<file path="src/design/brd_pkg.sv">
package brd_pkg;

    localparam int START_W   = 32;
    localparam int COUNT_W   = 32;
    localparam int WORKERS_W = 7;
    localparam int INDEX_W   = 6;
    localparam int PSTART_W  = 34;
    localparam int PCOUNT_W  = 32;
    localparam int STATUS_W  = 2;
    localparam int MODE_W    = 2;

    localparam int DEFAULT_MAX_WORKERS = 64;
    localparam int DEFAULT_COUNT_BITS  = 32;

    localparam logic [MODE_W-1:0] MODE_UNDEF     = 2'd0;
    localparam logic [MODE_W-1:0] MODE_REPLICATE = 2'd1;
    localparam logic [MODE_W-1:0] MODE_BLOCK     = 2'd2;

    localparam logic [STATUS_W-1:0] STATUS_OK   = 2'd0;
    localparam logic [STATUS_W-1:0] STATUS_MODE = 2'd1;
    localparam logic [STATUS_W-1:0] STATUS_ZERO = 2'd2;

    typedef struct packed {
        logic busy;
        logic done;
    } div_stat_t;

endpackage

</file>
<file path="src/design/brd_in_if.sv">
interface brd_in_if;
    import brd_pkg::*;

    logic                       valid;
    logic                       ready;
    logic signed [START_W-1:0]  range_start;
    logic [COUNT_W-1:0]         range_count;
    logic [WORKERS_W-1:0]       worker_count;

    modport source (output valid, output range_start, output range_count,
                    output worker_count, input ready);
    modport sink   (input valid, input range_start, input range_count,
                    input worker_count, output ready);
endinterface

</file>
<file path="src/design/brd_out_if.sv">
interface brd_out_if;
    import brd_pkg::*;

    logic                       valid;
    logic                       ready;
    logic [INDEX_W-1:0]         worker_index;
    logic signed [PSTART_W-1:0] part_start;
    logic [PCOUNT_W-1:0]        part_count;
    logic                       last;
    logic [STATUS_W-1:0]        status;

    modport source (output valid, output worker_index, output part_start,
                    output part_count, output last, output status, input ready);
    modport sink   (input valid, input worker_index, input part_start,
                    input part_count, input last, input status, output ready);
endinterface

</file>
<file path="src/design/brd_cfg_if.sv">
interface brd_cfg_if;
    import brd_pkg::*;

    logic               valid;
    logic               ready;
    logic [MODE_W-1:0]  format_mode;

    modport source (output valid, output format_mode, input ready);
    modport sink   (input valid, input format_mode, output ready);
endinterface

</file>
<file path="src/design/block_range_distributor.sv">
// Channel   | Dir | Payload                                              | Handshake
// ----------+-----+------------------------------------------------------+-----------
// range_ch  | in  | range_start, range_count, worker_count               | valid/ready
// part_ch   | out | worker_index, part_start, part_count, last, status   | valid/ready
// cfg       | in  | format_mode                                          | valid/ready
//
// One request at a time. After accept, one result per worker per cycle from the
// output register while the output is not stalled. Block split with count >= workers
// first runs the bit-serial divider; an error request gives one result.
// Reset clears control and the mode register. Output stalls hold the worker walk.
module block_range_distributor #(
    parameter int MAX_WORKERS = brd_pkg::DEFAULT_MAX_WORKERS,
    parameter int COUNT_BITS  = brd_pkg::DEFAULT_COUNT_BITS
) (
    input  logic          clk,
    input  logic          rst_n,
    brd_in_if.sink        range_ch,
    brd_out_if.source     part_ch,
    brd_cfg_if.sink       cfg
);
    import brd_pkg::*;

    localparam int CW  = (COUNT_BITS < COUNT_W) ? COUNT_BITS : COUNT_W;
    localparam int WCW = $clog2(MAX_WORKERS + 1);

    typedef enum logic [3:0] {
        S_IDLE = 4'b0001,
        S_DIV  = 4'b0010,
        S_EMIT = 4'b0100,
        S_ERR  = 4'b1000
    } state_t;

    typedef enum logic [1:0] {
        K_REPL  = 2'd0,
        K_SMALL = 2'd1,
        K_BLOCK = 2'd2
    } kind_t;

    state_t              state_reg, state_next;
    kind_t               kind_reg, kind_next;
    logic [MODE_W-1:0]   mode_reg;
    logic [START_W-1:0]  start_reg, start_next;
    logic [CW-1:0]       count_reg, count_next;
    logic [WCW-1:0]      workers_reg, workers_next;
    logic [WCW-1:0]      idx_reg, idx_next;
    logic [CW-1:0]       bound_reg, bound_next;
    logic [WCW-1:0]      acc_reg, acc_next;
    logic [STATUS_W-1:0] err_reg, err_next;

    // Divider runs once per request: hold a flag so it is not relaunched.
    logic                div_launched_reg, div_launched_next;

    logic                   out_valid_reg, out_valid_next;
    logic [INDEX_W-1:0]     out_index_reg, out_index_next;
    logic [PSTART_W-1:0]    out_start_reg, out_start_next;
    logic [PCOUNT_W-1:0]    out_count_reg, out_count_next;
    logic                   out_last_reg, out_last_next;
    logic [STATUS_W-1:0]    out_status_reg, out_status_next;

    logic                   accept;
    logic                   slot_free;
    logic [CW-1:0]          cnt_in;
    logic [WCW-1:0]         wsat;
    logic                   div_start;
    logic [CW-1:0]          quo;
    logic [WCW-1:0]         rem;
    div_stat_t              div_stat;
    logic [WCW:0]           acc_sum;
    logic                   carry;
    logic [CW-1:0]          lo;
    logic [CW-1:0]          n;
    logic                   is_last;
    logic [PSTART_W-1:0]    start_ext;

    assign range_ch.ready = state_reg[0];
    assign cfg.ready      = 1'b1;
    assign accept         = range_ch.valid && range_ch.ready;
    assign slot_free      = !out_valid_reg || part_ch.ready;

    assign cnt_in = range_ch.range_count[CW-1:0];
    assign wsat   = (range_ch.worker_count > WORKERS_W'(MAX_WORKERS))
                  ? WCW'(MAX_WORKERS) : WCW'(range_ch.worker_count);

    brd_divider #(
        .DIVIDEND_W (CW),
        .DIVISOR_W  (WCW)
    ) u_div (
        .clk       (clk),
        .rst_n     (rst_n),
        .start     (div_start),
        .dividend  (count_reg),
        .divisor   (workers_reg),
        .quotient  (quo),
        .remainder (rem),
        .stat      (div_stat)
    );

    // Remainder accumulator steps floor(i*count/workers) without a multiply.
    assign acc_sum   = {1'b0, acc_reg} + {1'b0, rem};
    assign carry     = (acc_sum >= {1'b0, workers_reg});
    assign is_last   = ((idx_reg + WCW'(1)) == workers_reg);
    assign start_ext = {{(PSTART_W-START_W){start_reg[START_W-1]}}, start_reg};

    always_comb
    begin
        unique case (kind_reg)
            K_REPL:
            begin
                lo = '0;
                n  = count_reg;
            end
            K_SMALL:
            begin
                lo = (CW'(idx_reg) < count_reg) ? CW'(idx_reg) : '0;
                n  = (CW'(idx_reg) < count_reg) ? CW'(1) : '0;
            end
            K_BLOCK:
            begin
                lo = bound_reg;
                n  = quo + CW'(carry);
            end
            default:
            begin
                lo = '0;
                n  = '0;
            end
        endcase
    end

    always_comb
    begin
        state_next      = state_reg;
        kind_next       = kind_reg;
        start_next      = start_reg;
        count_next      = count_reg;
        workers_next    = workers_reg;
        idx_next        = idx_reg;
        bound_next      = bound_reg;
        acc_next        = acc_reg;
        err_next        = err_reg;
        div_start       = 1'b0;
        out_valid_next  = out_valid_reg && !part_ch.ready;
        out_index_next  = out_index_reg;
        out_start_next  = out_start_reg;
        out_count_next  = out_count_reg;
        out_last_next   = out_last_reg;
        out_status_next = out_status_reg;

        unique case (state_reg)
            S_IDLE:
            begin
                if (accept)
                begin
                    start_next   = range_ch.range_start;
                    count_next   = cnt_in;
                    workers_next = wsat;
                    idx_next     = '0;
                    bound_next   = '0;
                    acc_next     = '0;
                    priority if (cnt_in == '0 || range_ch.worker_count == '0)
                    begin
                        err_next   = STATUS_ZERO;
                        state_next = S_ERR;
                    end
                    else if (mode_reg == MODE_REPLICATE)
                    begin
                        kind_next  = K_REPL;
                        state_next = S_EMIT;
                    end
                    else if (mode_reg == MODE_BLOCK)
                    begin
                        if (cnt_in < CW'(wsat))
                        begin
                            kind_next  = K_SMALL;
                            state_next = S_EMIT;
                        end
                        else
                        begin
                            kind_next  = K_BLOCK;
                            state_next = S_DIV;
                        end
                    end
                    else
                    begin
                        err_next   = STATUS_MODE;
                        state_next = S_ERR;
                    end
                end
            end
            S_DIV:
            begin
                // launch on entry, wait for the last quotient bit
                div_start = !div_stat.busy && !div_stat.done && !div_launched_reg;
                if (div_stat.done)
                    state_next = S_EMIT;
            end
            S_EMIT:
            begin
                if (slot_free)
                begin
                    out_valid_next  = 1'b1;
                    out_index_next  = INDEX_W'(idx_reg);
                    out_start_next  = start_ext + PSTART_W'(lo);
                    out_count_next  = PCOUNT_W'(n);
                    out_last_next   = is_last;
                    out_status_next = STATUS_OK;
                    idx_next        = idx_reg + WCW'(1);
                    bound_next      = CW'(bound_reg + quo + CW'(carry));
                    acc_next        = carry ? WCW'(acc_sum - {1'b0, workers_reg})
                                            : WCW'(acc_sum);
                    if (is_last)
                        state_next = S_IDLE;
                end
            end
            S_ERR:
            begin
                if (slot_free)
                begin
                    out_valid_next  = 1'b1;
                    out_index_next  = '0;
                    out_start_next  = '0;
                    out_count_next  = '0;
                    out_last_next   = 1'b1;
                    out_status_next = err_reg;
                    state_next      = S_IDLE;
                end
            end
            default:
            begin
                state_next = S_IDLE;
            end
        endcase
    end

    always_comb
    begin
        div_launched_next = div_launched_reg;
        if (accept)
            div_launched_next = 1'b0;
        else if (div_start)
            div_launched_next = 1'b1;
    end

    always_ff @(posedge clk or negedge rst_n)
    begin
        if (!rst_n)
        begin
            state_reg        <= S_IDLE;
            mode_reg         <= MODE_UNDEF;
            out_valid_reg    <= 1'b0;
            div_launched_reg <= 1'b0;
            kind_reg         <= K_REPL;
            idx_reg          <= '0;
            workers_reg      <= '0;
            acc_reg          <= '0;
            err_reg          <= STATUS_OK;
        end
        else
        begin
            state_reg        <= state_next;
            out_valid_reg    <= out_valid_next;
            div_launched_reg <= div_launched_next;
            kind_reg         <= kind_next;
            idx_reg          <= idx_next;
            workers_reg      <= workers_next;
            acc_reg          <= acc_next;
            err_reg          <= err_next;
            if (cfg.valid && cfg.ready)
                mode_reg <= cfg.format_mode;
        end
    end

    always_ff @(posedge clk)
    begin
        start_reg      <= start_next;
        count_reg      <= count_next;
        bound_reg      <= bound_next;
        out_index_reg  <= out_index_next;
        out_start_reg  <= out_start_next;
        out_count_reg  <= out_count_next;
        out_last_reg   <= out_last_next;
        out_status_reg <= out_status_next;
    end

    assign part_ch.valid        = out_valid_reg;
    assign part_ch.worker_index = out_index_reg;
    assign part_ch.part_start   = out_start_reg;
    assign part_ch.part_count   = out_count_reg;
    assign part_ch.last         = out_last_reg;
    assign part_ch.status       = out_status_reg;

endmodule

</file>
<file path="src/design/brd_divider.sv">
// Restoring divider: one quotient bit per cycle, dividend shifted out MSB first.
module brd_divider #(
    parameter int DIVIDEND_W = 32,
    parameter int DIVISOR_W  = 7
) (
    input  logic                          clk,
    input  logic                          rst_n,
    input  logic                          start,
    input  logic [DIVIDEND_W-1:0]         dividend,
    input  logic [DIVISOR_W-1:0]          divisor,
    output logic [DIVIDEND_W-1:0]         quotient,
    output logic [DIVISOR_W-1:0]          remainder,
    output brd_pkg::div_stat_t            stat
);
    import brd_pkg::*;

    localparam int CNT_W = $clog2(DIVIDEND_W + 1);

    logic [DIVIDEND_W-1:0] dq_reg, dq_next;
    logic [DIVISOR_W-1:0]  rem_reg, rem_next;
    logic [CNT_W-1:0]      cnt_reg, cnt_next;
    logic                  busy_reg, busy_next;
    logic                  done_reg, done_next;
    logic [DIVISOR_W:0]    trial;
    logic                  fits;

    assign trial = {rem_reg, dq_reg[DIVIDEND_W-1]};
    assign fits  = (trial >= {1'b0, divisor});

    always_comb
    begin
        dq_next   = dq_reg;
        rem_next  = rem_reg;
        cnt_next  = cnt_reg;
        busy_next = busy_reg;
        done_next = 1'b0;
        if (start)
        begin
            dq_next   = dividend;
            rem_next  = '0;
            cnt_next  = CNT_W'(DIVIDEND_W);
            busy_next = 1'b1;
        end
        else if (busy_reg)
        begin
            rem_next = fits ? DIVISOR_W'(trial - {1'b0, divisor}) : DIVISOR_W'(trial);
            dq_next  = {dq_reg[DIVIDEND_W-2:0], fits};
            cnt_next = cnt_reg - CNT_W'(1);
            if (cnt_reg == CNT_W'(1))
            begin
                busy_next = 1'b0;
                done_next = 1'b1;
            end
        end
    end

    always_ff @(posedge clk or negedge rst_n)
    begin
        if (!rst_n)
        begin
            busy_reg <= 1'b0;
            done_reg <= 1'b0;
            cnt_reg  <= '0;
        end
        else
        begin
            busy_reg <= busy_next;
            done_reg <= done_next;
            cnt_reg  <= cnt_next;
        end
    end

    always_ff @(posedge clk)
    begin
        dq_reg  <= dq_next;
        rem_reg <= rem_next;
    end

    assign quotient  = dq_reg;
    assign remainder = rem_reg;
    assign stat.busy = busy_reg;
    assign stat.done = done_reg;

endmodule
</file>
<file path="src/flat_wrapper.sv">
// flat-port wrapper written by rule: the top's interface ports become plain ports
module block_range_distributor_flat import brd_pkg::*;
#(
    parameter int MAX_WORKERS = brd_pkg::DEFAULT_MAX_WORKERS,
    parameter int COUNT_BITS  = brd_pkg::DEFAULT_COUNT_BITS
)
  (clk, rst_n, range_ch_valid, range_ch_range_start, range_ch_range_count, range_ch_worker_count, range_ch_ready, part_ch_valid, part_ch_worker_index, part_ch_part_start, part_ch_part_count, part_ch_last, part_ch_status, part_ch_ready, cfg_valid, cfg_format_mode, cfg_ready);
  brd_in_if range_ch_i ();
  brd_out_if part_ch_i ();
  brd_cfg_if cfg_i ();
  input  logic clk;
  input  logic rst_n;
  input wire logic [$bits(range_ch_i.valid)-1:0] range_ch_valid;
  input wire logic [$bits(range_ch_i.range_start)-1:0] range_ch_range_start;
  input wire logic [$bits(range_ch_i.range_count)-1:0] range_ch_range_count;
  input wire logic [$bits(range_ch_i.worker_count)-1:0] range_ch_worker_count;
  output wire logic [$bits(range_ch_i.ready)-1:0] range_ch_ready;
  output wire logic [$bits(part_ch_i.valid)-1:0] part_ch_valid;
  output wire logic [$bits(part_ch_i.worker_index)-1:0] part_ch_worker_index;
  output wire logic [$bits(part_ch_i.part_start)-1:0] part_ch_part_start;
  output wire logic [$bits(part_ch_i.part_count)-1:0] part_ch_part_count;
  output wire logic [$bits(part_ch_i.last)-1:0] part_ch_last;
  output wire logic [$bits(part_ch_i.status)-1:0] part_ch_status;
  input wire logic [$bits(part_ch_i.ready)-1:0] part_ch_ready;
  input wire logic [$bits(cfg_i.valid)-1:0] cfg_valid;
  input wire logic [$bits(cfg_i.format_mode)-1:0] cfg_format_mode;
  output wire logic [$bits(cfg_i.ready)-1:0] cfg_ready;
  assign range_ch_i.valid = range_ch_valid;
  assign range_ch_i.range_start = range_ch_range_start;
  assign range_ch_i.range_count = range_ch_range_count;
  assign range_ch_i.worker_count = range_ch_worker_count;
  assign range_ch_ready = range_ch_i.ready;
  assign part_ch_valid = part_ch_i.valid;
  assign part_ch_worker_index = part_ch_i.worker_index;
  assign part_ch_part_start = part_ch_i.part_start;
  assign part_ch_part_count = part_ch_i.part_count;
  assign part_ch_last = part_ch_i.last;
  assign part_ch_status = part_ch_i.status;
  assign part_ch_i.ready = part_ch_ready;
  assign cfg_i.valid = cfg_valid;
  assign cfg_i.format_mode = cfg_format_mode;
  assign cfg_ready = cfg_i.ready;
  block_range_distributor #(.MAX_WORKERS(MAX_WORKERS), .COUNT_BITS(COUNT_BITS)) u_core (.clk(clk), .rst_n(rst_n), .range_ch(range_ch_i), .part_ch(part_ch_i), .cfg(cfg_i));
endmodule
</file>
<file path="config.mk">
export PLATFORM = sky130hd
export DESIGN_NAME = block_range_distributor_flat
export DESIGN_NICKNAME = d
export VERILOG_FILES = /design/src/design/brd_pkg.sv /design/src/design/brd_in_if.sv /design/src/design/brd_out_if.sv /design/src/design/brd_cfg_if.sv /design/src/design/block_range_distributor.sv /design/src/design/brd_divider.sv /design/src/flat_wrapper.sv
export SDC_FILE = /design/constraint.sdc
export NUM_CORES = 1
export LEC_CHECK = 0
export ABC_AREA = 1
export ABC_CLOCK_PERIOD_IN_PS = 5200
export BUFFER_PORTS_ARGS = -buffer_cell sky130_fd_sc_hd__clkbuf_2
export CAP_MARGIN = 10
export CORE_MARGIN = 2
export CORE_UTILIZATION = 55
export CTS_CLUSTER_DIAMETER = 40
export DETAILED_ROUTE_END_ITERATION = 7
export PLACE_DENSITY = 0.73
export SLEW_MARGIN = 25
export SYNTH_ARGS = -nofsm -noshare
export SYNTH_HDL_FRONTEND = slang
export SYNTH_SLANG_ARGS = --single-unit
export TNS_END_PERCENT = 5
</file>
<file path="constraint.sdc">
create_clock -name clk -period 5.2 [get_ports clk]
set_clock_uncertainty 0.15 [all_clocks]
set_input_delay 0.52 -clock clk [delete_from_list [all_inputs] [get_ports clk]]
set_output_delay 0.52 -clock clk [all_outputs]
set_load 0.1 [all_outputs]
</file>
==> summary.md <==
| Metric | Value |
|---|---|
| Status | finished, final reports clean |
| Non-filler cells, final | 2625 |
| Drt pass-1 iters | 6 |
| Synth warn | 0 |
| Starting Density | a little under three fifths |
| Hold_sp | range_ch_range_count[19] |
| Synthesized instance count | approximately 2.0k |
| Hold Fails Final Rpt | 0 |
| Post-Route Utilization | 66.30% |
| Post-synth EDFFs | a little over 200 |
| Synth Area in XOR/XNOR | 0.9763% |
| Avg WL per Cell | 18.92 um |
| Crit Path Max Fanout | 15 |
| Sequential share of the synthesized area | 44.98% |
| Hold endpoint | u_core.count_reg[19]$_DFFE_PP_ |
| Inserted Clock Buffers | 42 |
| Initial antenna violation count | 0 |
| Root buffer cell | clkbuf_16 |
| Fin crit share | 89.48% |
| Main combinational cell family by area after synthesis | simple AND/OR/NAND/NOR gates |
| WHS Path Cells | 1 |
| CTS Sinks | 251 |
| PD cells | roughly 740 mW/mm^2 |
| Reg2reg setup slack | 550 ps |
| Post-CTS setup buffers | 0 |
| R2R depth | 26 |
| Final TNS setup | 0 ps |
| Vias per inst | 5.780 |
| Worst path bufs/invs | 2 |
| Startpoint Class | flip-flop |
| Number of port buffers | 154 |
| Min Tclk post-route | between 4000 and 5000 ps |
| Cell mode on critical path | nand2_1 |
| Die Y | 175.3 um |
| Bufs on Longest Clock Path | 3 |
| Syn_area_per_cell | approximately 8.1 um^2 |
| Req. time, crit path | 5330 ps |
| Cells after DPL | 2519 |
| Filler instances | 2449 |
| RSZ-0062 raised after global routing | false |
| Total gr overflow | 0 |
| Slowest CP cell | fa_1 |
| TritonCTS clock tree | built |
| Die Wd | 175.3 um |
| F_max | 214.9 MHz |
| Total power | 0.01414 W |
| # setup viols final | 0 |
| RR Endpoint | u_core.bound_reg[31]$_SDFFCE_PN0P_ |
| Core box area | 0.02878 mm^2 |
| Unique masters post-synth | 55 |
| # rows | between 60 and 70 |
| Setup WS post-layout | between 500 and 600 ps |
| Top Ports | 156 |
| Slew @ Worst Pin | 1034 ps |
| Hold WC Path Type | input pin to flip-flop |
| CP peak stage delay | 490 ps |
| Final #Nets | about 2.4k |
| Number of DRC markers in iteration 0 | 1756 |
| Crit path max-delay family | simple AND/OR/NAND/NOR gates |
| Max cap viols | 0 |
| Via count | 15.17k |
| Max Slew Vio Count | 0 |
| Setup CP Type | flip-flop to flip-flop |
| Layout cells sized above 1 | 12.45% |
| Clock transition at path regs | 60 ps |
| Number of antenna diodes | 0 |
| First-pass GRT wire length | 78.68 mm |
| Worst R2R Start | u_core.acc_reg[2]$_DFFE_PN0P_ |
| Synthesized Nets | 2195 |
| Synth Area in Compound Gates | 13.85% |
| Simple-Gate Fraction of Synth Area | 24.93% |
| Leading register cell type out of synthesis | edfxtp_1 |
| ANT nets after route | 0 |
| Vias in the first global route | 14.88k |
| Maximum VDD drop | 0.4976 mV |
| GR Util All Layers | 32.60% |
| Largest register FFs | 34 |
| DRC Markers | 0 |
| Synth Area in Adders | 8.911% |
| WL final | 49.67 mm |
| Die area | 0.03075 mm^2 |
| P&R area growth vs syn | 18.16% |
| Post-Place Worst Slack | 570.8 ps |
| Mux cell area share after synthesis | 0% |
| P_leak | 8.492 nW |
| Worst path arrival time | about 4800 ps |
| HPWL Detailed | 37.43 mm |
| Deepest level of the CTS H-tree | 2 |
| Largest net degree at the start of global routing | 70 |
| Share of flip-flops with an asynchronous set or reset | 16.33% |
| Latest clock arrival within the worst-skew pair | 560 ps |
| Worst Setup End Kind | flip-flop |
| #FFs+latches synth | 251 |
| Cell Area, Synth | ~0.016 mm^2 |
| Placer congestion estimate | roughly 0.98 |
| Slew Limit Headroom | 31.02% |
==> cell usage after synthesis (6+ instances only) <==
master	n	area share [%]
nand2_1	467	11
nor2_1	222	5.2
inv_1	221	5.1
edfxtp_1	203	38
a21oi_1	194	6.0
nand3_1	124	3.8
o21ai_0	124	3.8
ha_1	107	8.3
dfrtp_1	40	6.2
o21ai_1	40	1.2
nand4_1	39	1.5
nor3_1	35	1.1
clkbuf_1	18	0.42
buf_2	14	0.43
nor4_1	11	0.43
o21a_1	11	0.51
inv_2	10	0.23
xor2_1	10	0.54
a21o_1	8	0.37
nand2_2	8	0.31
xnor2_1	8	0.43
dfxtp_1	7	0.87
o21bai_1	7	0.33
o22ai_1	7	0.27
o211ai_1	6	0.28
==> kinds of logic after synthesis <==
logic type	Yosys count
buffers and inverters	267
adders and majority gates	112
and+or+nand+nor	939
other	1
xor gates and xnor gates	18
AOI/OAI and AO/OA	417
DFF	251
==> routing by layer <==
| layer | share of wire [%] | GRT usage [%] |
|---|---|---|
| met5 | 0 | 0 |
| met4 | 3.9 | 12.50 |
| met3 | 8.4 | 4.827 |
| met2 | 46 | 53.46 |
| met1 | 42 | 43.88 |
==> worst register-to-register path, stage by stage (launching register included) <==
cell and delay (ps):
dfrtp_1 370, ha_1 350, nand3_1 120, nand3_1 100
nand2_1 80, nand2_1 70, a21oi_1 120, nand2_1 70
nand2_1 90, inv_1 60, ha_1 330, a21oi_1 190
o211ai_1 150, nand2_1 80, and2_1 180, nand2_4 160
fa_1 490, nand2_1 130, nand2_1 60, o21ai_1 140
inv_1 110, a21oi_1 290, o21ai_1 170, nand2_1 120
nand3_1 80, nand2_1 80, nor2_1 60
==> through the flow <==
step                      hold slack (ps)  instance area (um^2)
after floorplan                     74.41                 16150
after global placement              306.1                 17340
after detailed placement            315.4                 17340
after CTS                          0.6656                 19070
after global routing               0.1776                 19080
final                               8.698                 19080
==> layout make-up <==
type	instances	area (um^2)	share of cell area (%)
timing repair buffer	195	1151	6.033
clock inverter	29	347.8	1.823
tap	384	480.5	2.518
sequential	251	7263	38.07
inverter	231	867.1	4.544
multi-input combinational	1487	7876	41.28
clock buffer	48	1095	5.738
==> power by group <==
group          switching, W  leakage, nW  internal, W
clock network       0.00111        0.695      0.00173
registers          0.000684         2.49      0.00317
logic               0.00538         5.30      0.00207
==> worst max-delay path by stage <==
stage / startpoint / end / slack, ps / cells past startpoint
2_1_floorplan: u_core.state_reg[0]$_DFFE_PN1P_ / u_core.part_ch.last$_SDFFCE_PN1P_ / 240 / 3
3_3_place_gp: u_core.acc_reg[0]$_DFFE_PN0P_ / u_core.part_ch.part_count[20]$_SDFFCE_PN0P_ / 710 / 22
3_5_place_dp: u_core.acc_reg[0]$_DFFE_PN0P_ / u_core.part_ch.part_count[24]$_SDFFCE_PN0P_ / 570 / 23
4_1_cts: u_core.acc_reg[0]$_DFFE_PN0P_ / u_core.part_ch.part_count[24]$_SDFFCE_PN0P_ / 540 / 23
5_1_grt: u_core.acc_reg[0]$_DFFE_PN0P_ / u_core.part_ch.part_count[24]$_SDFFCE_PN0P_ / 100 / 23
6_report: u_core.acc_reg[2]$_DFFE_PN0P_ / u_core.bound_reg[31]$_SDFFCE_PN0P_ / 550 / 26
==> cell usage in the layout (no fill, tap or decap), drive strengths merged, types with 10 or more instances in the layout <==
master and n:
nand2 476, inv 248, nor2 229, edfxtp 203, clkbuf 202, a21oi 196
o21ai 164, nand3 126, ha 107, dfrtp 40, nand4 39, nor3 38
dlygate4sd3 29, nor4 13, buf 12, o21a 11, xor2 10
==> timing repair <==
| action | 4_1_cts | 5_1_grt |
|---|---|---|
| setup endpoints to repair | 0 | 1 |
| endpoints found under the hold margin | 67 | 1 |
| resized for setup | 0 | 1 |
| hold buffers | 28 | 1 |
Note: power is estimated with default switching activity, not from simulation.
